### src/rtl/trd_pkg.sv
// trd_pkg: shared types and constants of the timing string run decoder
// used by the output channel interface trd_out_if and by timing_string_run_decoder
`default_nettype none

package trd_pkg;

  localparam int unsigned ChanW   = 8;
  localparam int unsigned WordW   = 32;
  localparam int unsigned ColW    = 33;
  localparam int unsigned AddrW   = 40;
  localparam int unsigned IdxW    = 3;

  // header and pair field sizes
  localparam logic [IdxW-1:0] TotalLastIdx = 3'd7;
  localparam logic [IdxW-1:0] WordLastIdx  = 3'd3;
  localparam logic [7:0]      ValSize1     = 8'd1;
  localparam logic [7:0]      ValSize2     = 8'd2;
  localparam logic [7:0]      ValSize4     = 8'd4;
  localparam logic [7:0]      RepSize4     = 8'd4;

  typedef enum logic [8:0] {
    PH_TOTAL = 9'b000000001,
    PH_NCHAN = 9'b000000010,
    PH_VSIZE = 9'b000000100,
    PH_RSIZE = 9'b000001000,
    PH_ROW   = 9'b000010000,
    PH_CHLEN = 9'b000100000,
    PH_VAL   = 9'b001000000,
    PH_REP   = 9'b010000000,
    PH_IDLE  = 9'b100000000
  } phase_t;

  typedef struct packed {
    logic [ChanW-1:0] channel;
    logic [WordW-1:0] start_column;
    logic [WordW-1:0] run_length;
    logic [WordW-1:0] fill_value;
    logic [AddrW-1:0] flat_address;
    logic             row_overflow;
    logic             format_error;
    logic             last_run;
  } run_t;

endpackage

`default_nettype wire

### src/rtl/trd_if.sv
// trd_in_if / trd_out_if: valid-ready channels of the run decoder
// trd_out_if payload widths come from trd_pkg
`default_nettype none

interface trd_in_if;
  logic       valid;
  logic       ready;
  logic [7:0] data_byte;
  logic       string_start;

  modport source (output valid, output data_byte, output string_start, input ready);
  modport sink   (input valid, input data_byte, input string_start, output ready);
endinterface

interface trd_out_if;
  logic                           valid;
  logic                           ready;
  logic [trd_pkg::ChanW-1:0]      channel;
  logic [trd_pkg::WordW-1:0]      start_column;
  logic [trd_pkg::WordW-1:0]      run_length;
  logic [trd_pkg::WordW-1:0]      fill_value;
  logic [trd_pkg::AddrW-1:0]      flat_address;
  logic                           row_overflow;
  logic                           format_error;
  logic                           last_run;

  modport source (output valid, output channel, output start_column, output run_length,
                  output fill_value, output flat_address, output row_overflow,
                  output format_error, output last_run, input ready);
  modport sink   (input valid, input channel, input start_column, input run_length,
                  input fill_value, input flat_address, input row_overflow,
                  input format_error, input last_run, output ready);
endinterface

`default_nettype wire

### src/rtl/timing_string_run_decoder.sv
// timing_string_run_decoder: byte-serial parser of sparse timing strings into fill runs
// depends on trd_pkg and on the channel interfaces in trd_if.sv
//
//   channel  | dir | payload                                  | request
//   in_chan  | in  | data_byte, string_start                  | one string byte
//   out_chan | out | channel, start_column, run_length,       | one fill run or
//            |     | fill_value, flat_address, flags          | one error result
//
// one byte per cycle while in_chan.ready is high; the parse state updates in the cycle the byte is taken
// a result is registered into the main output entry when it is free, else into the skid entry
// a two-entry output register (main plus skid) keeps input flowing while a result stalls
// in_chan.ready drops only when both output entries are full
// after reset the first byte is header byte 0 even without string_start
`default_nettype none

module timing_string_run_decoder (
  input  wire logic     clk,
  input  wire logic     rst_n,
  trd_in_if.sink        in_chan,
  trd_out_if.source     out_chan
);

  trd_pkg::phase_t                 phase_r, phase_nxt;
  logic [trd_pkg::IdxW-1:0]        byte_idx_r, byte_idx_nxt;
  logic [trd_pkg::ChanW-1:0]       chan_total_r, chan_total_nxt;
  logic [trd_pkg::ChanW-1:0]       chan_idx_r, chan_idx_nxt;
  logic [2:0]                      val_size_r, val_size_nxt;
  logic [trd_pkg::WordW-1:0]       row_len_r, row_len_nxt;
  logic [trd_pkg::WordW-1:0]       bytes_left_r, bytes_left_nxt;
  logic [trd_pkg::ColW-1:0]        col_r, col_nxt;
  logic [trd_pkg::AddrW-1:0]       row_base_r, row_base_nxt;
  logic [trd_pkg::WordW-1:0]       val_sh_r, val_sh_nxt;
  logic [trd_pkg::WordW-1:0]       rep_sh_r, rep_sh_nxt;

  logic          res_push;
  trd_pkg::run_t res;

  logic          out_valid_r, skid_valid_r;
  trd_pkg::run_t out_data_r, skid_data_r;

  logic in_acc, out_pop;

  assign in_acc  = in_chan.valid && in_chan.ready;
  assign out_pop = out_valid_r && out_chan.ready;
  assign in_chan.ready = !skid_valid_r;

  always_comb begin
    trd_pkg::phase_t           ph;
    logic [trd_pkg::IdxW-1:0]  bi;
    logic [trd_pkg::ChanW-1:0] ct, ci, ci_inc;
    logic [2:0]                vs;
    logic [trd_pkg::WordW-1:0] rl, cbl, cbl_dec, vsh, rsh, shifted, col_sat;
    logic [trd_pkg::ColW-1:0]  col;
    logic [trd_pkg::AddrW-1:0] rb, rb_inc;
    logic [33:0]               end_sum;
    logic [4:0]                sh;
    logic                      vs_ok;

    ph  = phase_r;
    bi  = byte_idx_r;
    ct  = chan_total_r;
    ci  = chan_idx_r;
    vs  = val_size_r;
    rl  = row_len_r;
    cbl = bytes_left_r;
    col = col_r;
    rb  = row_base_r;
    vsh = val_sh_r;
    rsh = rep_sh_r;
    if (in_chan.string_start) begin
      ph  = trd_pkg::PH_TOTAL;
      bi  = '0;
      ct  = '0;
      ci  = '0;
      vs  = '0;
      rl  = '0;
      cbl = '0;
      col = '0;
      rb  = '0;
      vsh = '0;
      rsh = '0;
    end

    sh      = {bi[1:0], 3'b000};
    shifted = {24'd0, in_chan.data_byte} << sh;
    cbl_dec = (cbl != '0) ? cbl - 32'd1 : cbl;
    ci_inc  = ci + 8'd1;
    rb_inc  = rb + {8'd0, rl};
    col_sat = col[32] ? '1 : col[31:0];
    end_sum = {1'b0, col} + {2'b00, rsh | shifted};
    vs_ok   = (in_chan.data_byte == trd_pkg::ValSize1) ||
              (in_chan.data_byte == trd_pkg::ValSize2) ||
              (in_chan.data_byte == trd_pkg::ValSize4);

    phase_nxt      = ph;
    byte_idx_nxt   = bi;
    chan_total_nxt = ct;
    chan_idx_nxt   = ci;
    val_size_nxt   = vs;
    row_len_nxt    = rl;
    bytes_left_nxt = cbl;
    col_nxt        = col;
    row_base_nxt   = rb;
    val_sh_nxt     = vsh;
    rep_sh_nxt     = rsh;

    res_push          = 1'b0;
    res.channel       = ci;
    res.start_column  = col_sat;
    res.run_length    = '0;
    res.fill_value    = '0;
    res.flat_address  = rb + {8'd0, col_sat};
    res.row_overflow  = 1'b0;
    res.format_error  = 1'b0;
    res.last_run      = 1'b0;

    unique case (ph)
      trd_pkg::PH_TOTAL: begin
        if (bi >= trd_pkg::TotalLastIdx) begin
          byte_idx_nxt = '0;
          phase_nxt    = trd_pkg::PH_NCHAN;
        end else begin
          byte_idx_nxt = bi + 3'd1;
        end
      end
      trd_pkg::PH_NCHAN: begin
        chan_total_nxt = in_chan.data_byte;
        phase_nxt      = trd_pkg::PH_VSIZE;
      end
      trd_pkg::PH_VSIZE: begin
        val_size_nxt = vs_ok ? in_chan.data_byte[2:0] : 3'd0;
        phase_nxt    = trd_pkg::PH_RSIZE;
      end
      trd_pkg::PH_RSIZE: begin
        if (vs == 3'd0 || in_chan.data_byte != trd_pkg::RepSize4) begin
          // unsupported sizes: one error result with all other fields zero, then discard
          phase_nxt        = trd_pkg::PH_IDLE;
          col_nxt          = '0;
          row_base_nxt     = '0;
          res_push         = 1'b1;
          res.channel      = '0;
          res.start_column = '0;
          res.flat_address = '0;
          res.format_error = 1'b1;
        end else begin
          row_len_nxt  = '0;
          byte_idx_nxt = '0;
          phase_nxt    = trd_pkg::PH_ROW;
        end
      end
      trd_pkg::PH_ROW: begin
        row_len_nxt = rl | shifted;
        if (bi >= trd_pkg::WordLastIdx) begin
          byte_idx_nxt   = '0;
          bytes_left_nxt = '0;
          phase_nxt      = (ct == '0) ? trd_pkg::PH_IDLE : trd_pkg::PH_CHLEN;
        end else begin
          byte_idx_nxt = bi + 3'd1;
        end
      end
      trd_pkg::PH_CHLEN: begin
        bytes_left_nxt = cbl | shifted;
        if (bi < trd_pkg::WordLastIdx) begin
          byte_idx_nxt = bi + 3'd1;
        end else begin
          byte_idx_nxt = '0;
          if ((cbl | shifted) == '0) begin
            // empty channel: close it, final one reports an empty run
            chan_idx_nxt   = ci_inc;
            row_base_nxt   = rb_inc;
            col_nxt        = '0;
            bytes_left_nxt = '0;
            if (ci_inc == ct) begin
              phase_nxt        = trd_pkg::PH_IDLE;
              res_push         = 1'b1;
              res.start_column = '0;
              res.flat_address = rb;
              res.last_run     = 1'b1;
            end else begin
              phase_nxt = trd_pkg::PH_CHLEN;
            end
          end else begin
            val_sh_nxt = '0;
            phase_nxt  = trd_pkg::PH_VAL;
          end
        end
      end
      trd_pkg::PH_VAL: begin
        bytes_left_nxt = cbl_dec;
        val_sh_nxt     = vsh | shifted;
        if ({1'b0, bi} + 4'd1 >= {1'b0, vs}) begin
          byte_idx_nxt = '0;
          rep_sh_nxt   = '0;
          phase_nxt    = trd_pkg::PH_REP;
        end else begin
          byte_idx_nxt = bi + 3'd1;
        end
      end
      trd_pkg::PH_REP: begin
        bytes_left_nxt = cbl_dec;
        rep_sh_nxt     = rsh | shifted;
        if (bi < trd_pkg::WordLastIdx) begin
          byte_idx_nxt = bi + 3'd1;
        end else begin
          byte_idx_nxt     = '0;
          res_push         = 1'b1;
          res.run_length   = rsh | shifted;
          res.fill_value   = vsh;
          res.row_overflow = end_sum > {2'b00, rl};
          col_nxt          = end_sum[33] ? '1 : end_sum[32:0];
          if (cbl_dec == '0) begin
            chan_idx_nxt   = ci_inc;
            row_base_nxt   = rb_inc;
            col_nxt        = '0;
            bytes_left_nxt = '0;
            if (ci_inc == ct) begin
              phase_nxt    = trd_pkg::PH_IDLE;
              res.last_run = 1'b1;
            end else begin
              phase_nxt = trd_pkg::PH_CHLEN;
            end
          end else begin
            val_sh_nxt = '0;
            phase_nxt  = trd_pkg::PH_VAL;
          end
        end
      end
      trd_pkg::PH_IDLE: begin
        phase_nxt = trd_pkg::PH_IDLE;
      end
      default: begin
        phase_nxt = trd_pkg::PH_IDLE;
      end
    endcase
  end

  always_ff @(posedge clk) begin
    if (!rst_n) begin
      phase_r      <= trd_pkg::PH_TOTAL;
      byte_idx_r   <= '0;
      chan_total_r <= '0;
      chan_idx_r   <= '0;
      val_size_r   <= '0;
      row_len_r    <= '0;
      bytes_left_r <= '0;
      col_r        <= '0;
      row_base_r   <= '0;
      val_sh_r     <= '0;
      rep_sh_r     <= '0;
    end else if (in_acc) begin
      phase_r      <= phase_nxt;
      byte_idx_r   <= byte_idx_nxt;
      chan_total_r <= chan_total_nxt;
      chan_idx_r   <= chan_idx_nxt;
      val_size_r   <= val_size_nxt;
      row_len_r    <= row_len_nxt;
      bytes_left_r <= bytes_left_nxt;
      col_r        <= col_nxt;
      row_base_r   <= row_base_nxt;
      val_sh_r     <= val_sh_nxt;
      rep_sh_r     <= rep_sh_nxt;
    end
  end

  // output register with skid entry
  logic new_res;
  assign new_res = in_acc && res_push;

  always_ff @(posedge clk) begin
    if (!rst_n) begin
      out_valid_r  <= 1'b0;
      skid_valid_r <= 1'b0;
    end else begin
      if (!out_valid_r || out_pop) begin
        if (skid_valid_r) begin
          out_valid_r  <= 1'b1;
          skid_valid_r <= new_res;
        end else begin
          out_valid_r  <= new_res;
          skid_valid_r <= 1'b0;
        end
      end else if (new_res) begin
        skid_valid_r <= 1'b1;
      end
    end
  end

  always_ff @(posedge clk) begin
    if (!out_valid_r || out_pop) begin
      if (skid_valid_r) begin
        out_data_r <= skid_data_r;
        if (new_res) begin
          skid_data_r <= res;
        end
      end else if (new_res) begin
        out_data_r <= res;
      end
    end else if (new_res) begin
      skid_data_r <= res;
    end
  end

  assign out_chan.valid        = out_valid_r;
  assign out_chan.channel      = out_data_r.channel;
  assign out_chan.start_column = out_data_r.start_column;
  assign out_chan.run_length   = out_data_r.run_length;
  assign out_chan.fill_value   = out_data_r.fill_value;
  assign out_chan.flat_address = out_data_r.flat_address;
  assign out_chan.row_overflow = out_data_r.row_overflow;
  assign out_chan.format_error = out_data_r.format_error;
  assign out_chan.last_run     = out_data_r.last_run;

  // skid entry is only ever filled behind a full main entry
  a_skid_behind_out: assert property (@(posedge clk) disable iff (!rst_n)
    skid_valid_r |-> out_valid_r)
    else $error("skid entry valid without main entry");

  // a held skid entry keeps its payload while the main entry stalls
  a_skid_hold: assert property (@(posedge clk) disable iff (!rst_n)
    (skid_valid_r && !out_pop) |=> (skid_valid_r && $stable(skid_data_r)))
    else $error("skid payload changed while stalled");

  // the error result carries nothing but the error flag
  a_error_clean: assert property (@(posedge clk) disable iff (!rst_n)
    (out_valid_r && out_data_r.format_error) |->
      (out_data_r.run_length == '0 && !out_data_r.last_run && !out_data_r.row_overflow
       && out_data_r.flat_address == '0))
    else $error("format error result with nonzero fields");

  // the run closing the final channel leaves the parser discarding bytes
  a_last_to_idle: assert property (@(posedge clk) disable iff (!rst_n)
    (new_res && res.last_run) |=> (phase_r == trd_pkg::PH_IDLE))
    else $error("parser not idle after final run");

endmodule

`default_nettype wire

### src/flat_wrapper.sv
// flat-port wrapper written by rule: the top's interface ports become plain ports
module timing_string_run_decoder_flat 
  (clk, rst_n, in_chan_valid, in_chan_data_byte, in_chan_string_start, in_chan_ready, out_chan_valid, out_chan_channel, out_chan_start_column, out_chan_run_length, out_chan_fill_value, out_chan_flat_address, out_chan_row_overflow, out_chan_format_error, out_chan_last_run, out_chan_ready);
  trd_in_if in_chan_i ();
  trd_out_if out_chan_i ();
  input  wire logic clk;
  input  wire logic rst_n;
  input wire logic [$bits(in_chan_i.valid)-1:0] in_chan_valid;
  input wire logic [$bits(in_chan_i.data_byte)-1:0] in_chan_data_byte;
  input wire logic [$bits(in_chan_i.string_start)-1:0] in_chan_string_start;
  output wire logic [$bits(in_chan_i.ready)-1:0] in_chan_ready;
  output wire logic [$bits(out_chan_i.valid)-1:0] out_chan_valid;
  output wire logic [$bits(out_chan_i.channel)-1:0] out_chan_channel;
  output wire logic [$bits(out_chan_i.start_column)-1:0] out_chan_start_column;
  output wire logic [$bits(out_chan_i.run_length)-1:0] out_chan_run_length;
  output wire logic [$bits(out_chan_i.fill_value)-1:0] out_chan_fill_value;
  output wire logic [$bits(out_chan_i.flat_address)-1:0] out_chan_flat_address;
  output wire logic [$bits(out_chan_i.row_overflow)-1:0] out_chan_row_overflow;
  output wire logic [$bits(out_chan_i.format_error)-1:0] out_chan_format_error;
  output wire logic [$bits(out_chan_i.last_run)-1:0] out_chan_last_run;
  input wire logic [$bits(out_chan_i.ready)-1:0] out_chan_ready;
  assign in_chan_i.valid = in_chan_valid;
  assign in_chan_i.data_byte = in_chan_data_byte;
  assign in_chan_i.string_start = in_chan_string_start;
  assign in_chan_ready = in_chan_i.ready;
  assign out_chan_valid = out_chan_i.valid;
  assign out_chan_channel = out_chan_i.channel;
  assign out_chan_start_column = out_chan_i.start_column;
  assign out_chan_run_length = out_chan_i.run_length;
  assign out_chan_fill_value = out_chan_i.fill_value;
  assign out_chan_flat_address = out_chan_i.flat_address;
  assign out_chan_row_overflow = out_chan_i.row_overflow;
  assign out_chan_format_error = out_chan_i.format_error;
  assign out_chan_last_run = out_chan_i.last_run;
  assign out_chan_i.ready = out_chan_ready;
  timing_string_run_decoder u_core (.clk(clk), .rst_n(rst_n), .in_chan(in_chan_i), .out_chan(out_chan_i));
endmodule
### config.mk
export PLATFORM = sky130hd
export DESIGN_NAME = timing_string_run_decoder_flat
export DESIGN_NICKNAME = d
export VERILOG_FILES = /design/src/rtl/trd_pkg.sv /design/src/rtl/trd_if.sv /design/src/rtl/timing_string_run_decoder.sv /design/src/flat_wrapper.sv
export SDC_FILE = /design/constraint.sdc
export NUM_CORES = 2
export LEC_CHECK = 0
export BUFFER_PORTS_ARGS = -buffer_cell sky130_fd_sc_hd__buf_4
export CAP_MARGIN = 40
export CORE_UTILIZATION = 42
export DETAILED_ROUTE_END_ITERATION = 8
export PLACE_DENSITY_LB_ADDON = 0.2
export SLEW_MARGIN = 25
export SYNTH_ARGS = -nofsm -noshare
export SYNTH_HDL_FRONTEND = slang
export SYNTH_SLANG_ARGS = --single-unit
### constraint.sdc
create_clock -name clk -period 21.4 [get_ports clk]
set_clock_uncertainty 0.2 [all_clocks]
set_input_delay 4.28 -clock clk [delete_from_list [all_inputs] [get_ports clk]]
set_output_delay 4.28 -clock clk [all_outputs]
set_load 0.02 [all_outputs]
==> flow_summary.toml <==
[run_status]
outcome = "finished clean"

[floorplan]
initial_utilization = 0.425
num_rows = 98
coreArea_sq_um = 71600
io_pins = 162
die_h_um = 271
die_area_sq_um = 73500
fp.dieW_um = 271

[setup_path]
slowest_delay_ns = 0.79
crit_arrival_ns = 10.83
worst-path-max-fanout = 66
crit_path_end_kind = "flip-flop"
setup.worst_path.start_class = "input port"
cp_data_required_time_ns = 21.56
critical_path_class = "in -> reg"
worst_path_dominant_cell_family = "compound AO/OA/AOI/OAI gates"
worstPathCellList = "buf_4, clkinv_2, buf_4, buf_4, nand2_1, inv_1, ha_1, nor3_1, nor4_1, a221o_1, o21ai_0, a21oi_1, a2111oi_0, o31ai_1, a21oi_1, xnor2_1, ha_1, a21o_1, a21o_1, a21oi_1, o211ai_1, a221o_1, a21oi_1, o31ai_1"
critical_path_buf_inv_count = 5
critPathMostFrequentCell = "sky130_fd_sc_hd__a21oi_1"
critical_path.slowest_cell = "sky130_fd_sc_hd__buf_4"

[hold_path]
hold_path.class = "reg -> reg"

[sta]
finalMaxSlewViolations = 0
grt_setup_unrepaired = "false"
totalNegativeSetupSlack_ns = 0
final-hold-violation-count = 0
fmax_mhz = 93.7
post-route-period-util = 0.499
setup-violations-final = 0
final_period_minus_worst_setup_slack_ns = 10.67
max_transition_margin = 0.254
hold-worst-slack_ns = 0.248
worst-slew-pin-transition_ns = 1.12

[power_and_ir_drop]
internal_power_contribution_mw = 1.71
switching_share = 0.240
power_per_cell_area_nw_per_um2 = 65.4
power.leakage_nw = 13.9
totalPowerFinal_mw = 2.26
worst_ir_drop_vdd_mv = 0.0512
power.switching_mw = 0.542
combPwrFrac = 0.069
seqPwrFrac = 0.473
clkPwrFrac = 0.458

[layout]
final_net_count = 3523
final_util = 0.482
diodes = 0
final.fill_count = 6904
syn_to_final_growth_pct = 13.4
post_route_cell_area_sq_um = 34500
layout-drive-gt1-share = 0.129

[yosys]
area_fraction_of_the_dominant_cell_type_after_synthesis = 0.290
yosysMostFrequentCell = "sky130_fd_sc_hd__nor2_1"
synth-edff-count = 294
synthTopCellsByArea = "sky130_fd_sc_hd__edfxtp_1, sky130_fd_sc_hd__dfxtp_1, sky130_fd_sc_hd__ha_1"
syn_area_sq_um = 30400
synthCells = 3317
synth.yosys.warnings = 0
synth_seq_cells = 528
synth_area_leader_cell = "sky130_fd_sc_hd__edfxtp_1"
asyncSetResetFlopFracSynth = 0
ys_seq_area_frac = 0.444
postSynthNetCount = 3468
syn_avg_cell_area_sq_um = 9.18
synth_top_cells_by_count = "sky130_fd_sc_hd__nor2_1, sky130_fd_sc_hd__nand2_1, sky130_fd_sc_hd__edfxtp_1"
synth.lib_cells_used.distinct = 90
synth_top_flop_cell = "sky130_fd_sc_hd__edfxtp_1"

[detailed_routing]
avgViaCountPerCell = 6.04
remaining_drc_errors = 0
routed_len_inst_um = 23.0
route.vias.total = 26400
ant_nets = 0
first_iter_violations = 3113
route.final.wire_length_um = 100000
detailedRoute.firstPassIterationCount = 6

[clock_network]
cts-buffers-inserted = 58
cts_setup_buffers = 0
cts-htree-levels = 2
clock_transition_at_the_registers_of_the_reported_paths_ns = 0.06
cts_repair_resize_count = 0
clk_latency_ns = 0.64
ctsRootBufferMaster = "sky130_fd_sc_hd__clkbuf_16"
cts-root-to-sink-buffers = 3
tritoncts = "yes"
clock_sink_count = 528
postCtsHoldBufs = 0

[grt]
grt_antenna_before_repair = 0
global_route.usage.total = 0.265
grt_max_degree = 148
first_global_vias = 24600
global_route_wire_length_before_repair_um = 152000
globalRoute.totalOverflow = 0

[placement]
io_buffer_count = 161
hpwl_um = 69700
routabilityCongestion = 0.956
placement.cell_area_sq_um = 32500

[run]
timing.max_cap.violations = 0
[cells by family after synthesis]
kind of cell,synth area share
and+or+nand+nor,0.170
AOI/OAI and AO/OA,0.219
DFF,0.444
buffers and inverters,0.0481
adders and majority gates,0.0575
xor gates and xnor gates,0.0288
muxes,0.0326
[per-layer routing]
metal	track usage	share of wire	up-vias
met2	0.411	0.45	1084
met1	0.376	0.45	12700
li1	-	-	12400
met3	0.0425	0.076	191
met4	0.0871	0.032	0
met5	0	0	-
[flip-flops by register name, summed over array words and instances, names as in the netlist, 9 cells and up]
| register | flops |
|---|---|
| u_core.row_base_r | 40 |
| u_core.bytes_left_r | 32 |
| u_core.val_sh_r | 32 |
| u_core.out_chan.start_column | 32 |
| u_core.out_chan.fill_value | 32 |
| u_core.row_len_r | 32 |
| u_core.phase_r | 9 |
| u_core.out_chan.run_length | 32 |
| u_core.col_r | 33 |
| u_core.out_chan.flat_address | 40 |
| u_core.rep_sh_r | 32 |
| u_core.skid_data_r | 147 |
[final cells by class]
class	count	area, sq um	share of cell area
multi-input combinational	2415	15600	0.451
inverter	149	564	0.0164
clock buffer	78	1630	0.0472
timing repair buffer	220	1730	0.0502
clock inverter	30	322	0.00932
sequential	528	13500	0.392
tap	950	1190	0.0344
[worst paths after layout]
kind | depth (start not counted) | startpoint | slack [ns] | end
max reg2reg | 23 | u_core.byte_idx_r[0] | 14.73 | u_core.out_chan.row_overflow
min reg2reg | 2 | u_core.col_r[2] | 0.25 | u_core.col_r[2]
min | 2 | u_core.col_r[2] | 0.25 | u_core.col_r[2]
max | 24 | in_chan_string_start | 10.73 | u_core.out_chan.row_overflow
[stage by stage]
stage	cells	worst slack [ns]
global placement	4249	10.40
global route	4370	10.27
detailed placement	4257	10.29
finish	4370	10.73
floorplan	3317	1.83
CTS	4365	10.96
[power groups by stage]
stage	logic (mW)	registers, mW	clock network [mW]
floorplan	0.104	1.09	0
global placement	0.151	1.09	0
detailed placement	0.151	1.09	0
CTS	0.152	1.07	1.05
global route	0.165	1.07	1.09
finish	0.155	1.07	1.03
[layout by cell type, fill, tap and decap left out, types with 61 or more instances in the layout]
master / count
sky130_fd_sc_hd__edfxtp_1: 294
sky130_fd_sc_hd__nor2_1: 337
sky130_fd_sc_hd__dfxtp_1: 233
sky130_fd_sc_hd__o21ai_0: 204
sky130_fd_sc_hd__inv_1: 145
sky130_fd_sc_hd__nand3_1: 66
sky130_fd_sc_hd__o31ai_1: 83
sky130_fd_sc_hd__mux2_2: 80
sky130_fd_sc_hd__a21oi_1: 215
sky130_fd_sc_hd__nand2_1: 325
sky130_fd_sc_hd__ha_1: 135
sky130_fd_sc_hd__a22oi_1: 104
sky130_fd_sc_hd__nor2b_1: 77
sky130_fd_sc_hd__buf_4: 206
sky130_fd_sc_hd__clkbuf_16: 61
[tightest hold or removal path: stages, from the launching register on]
cell,delay [ns]
sky130_fd_sc_hd__dfxtp_1,0.32
sky130_fd_sc_hd__nand2_1,0.05
sky130_fd_sc_hd__o31ai_1,0.05
No activity file was read; power rests on OpenSTA's default activity.
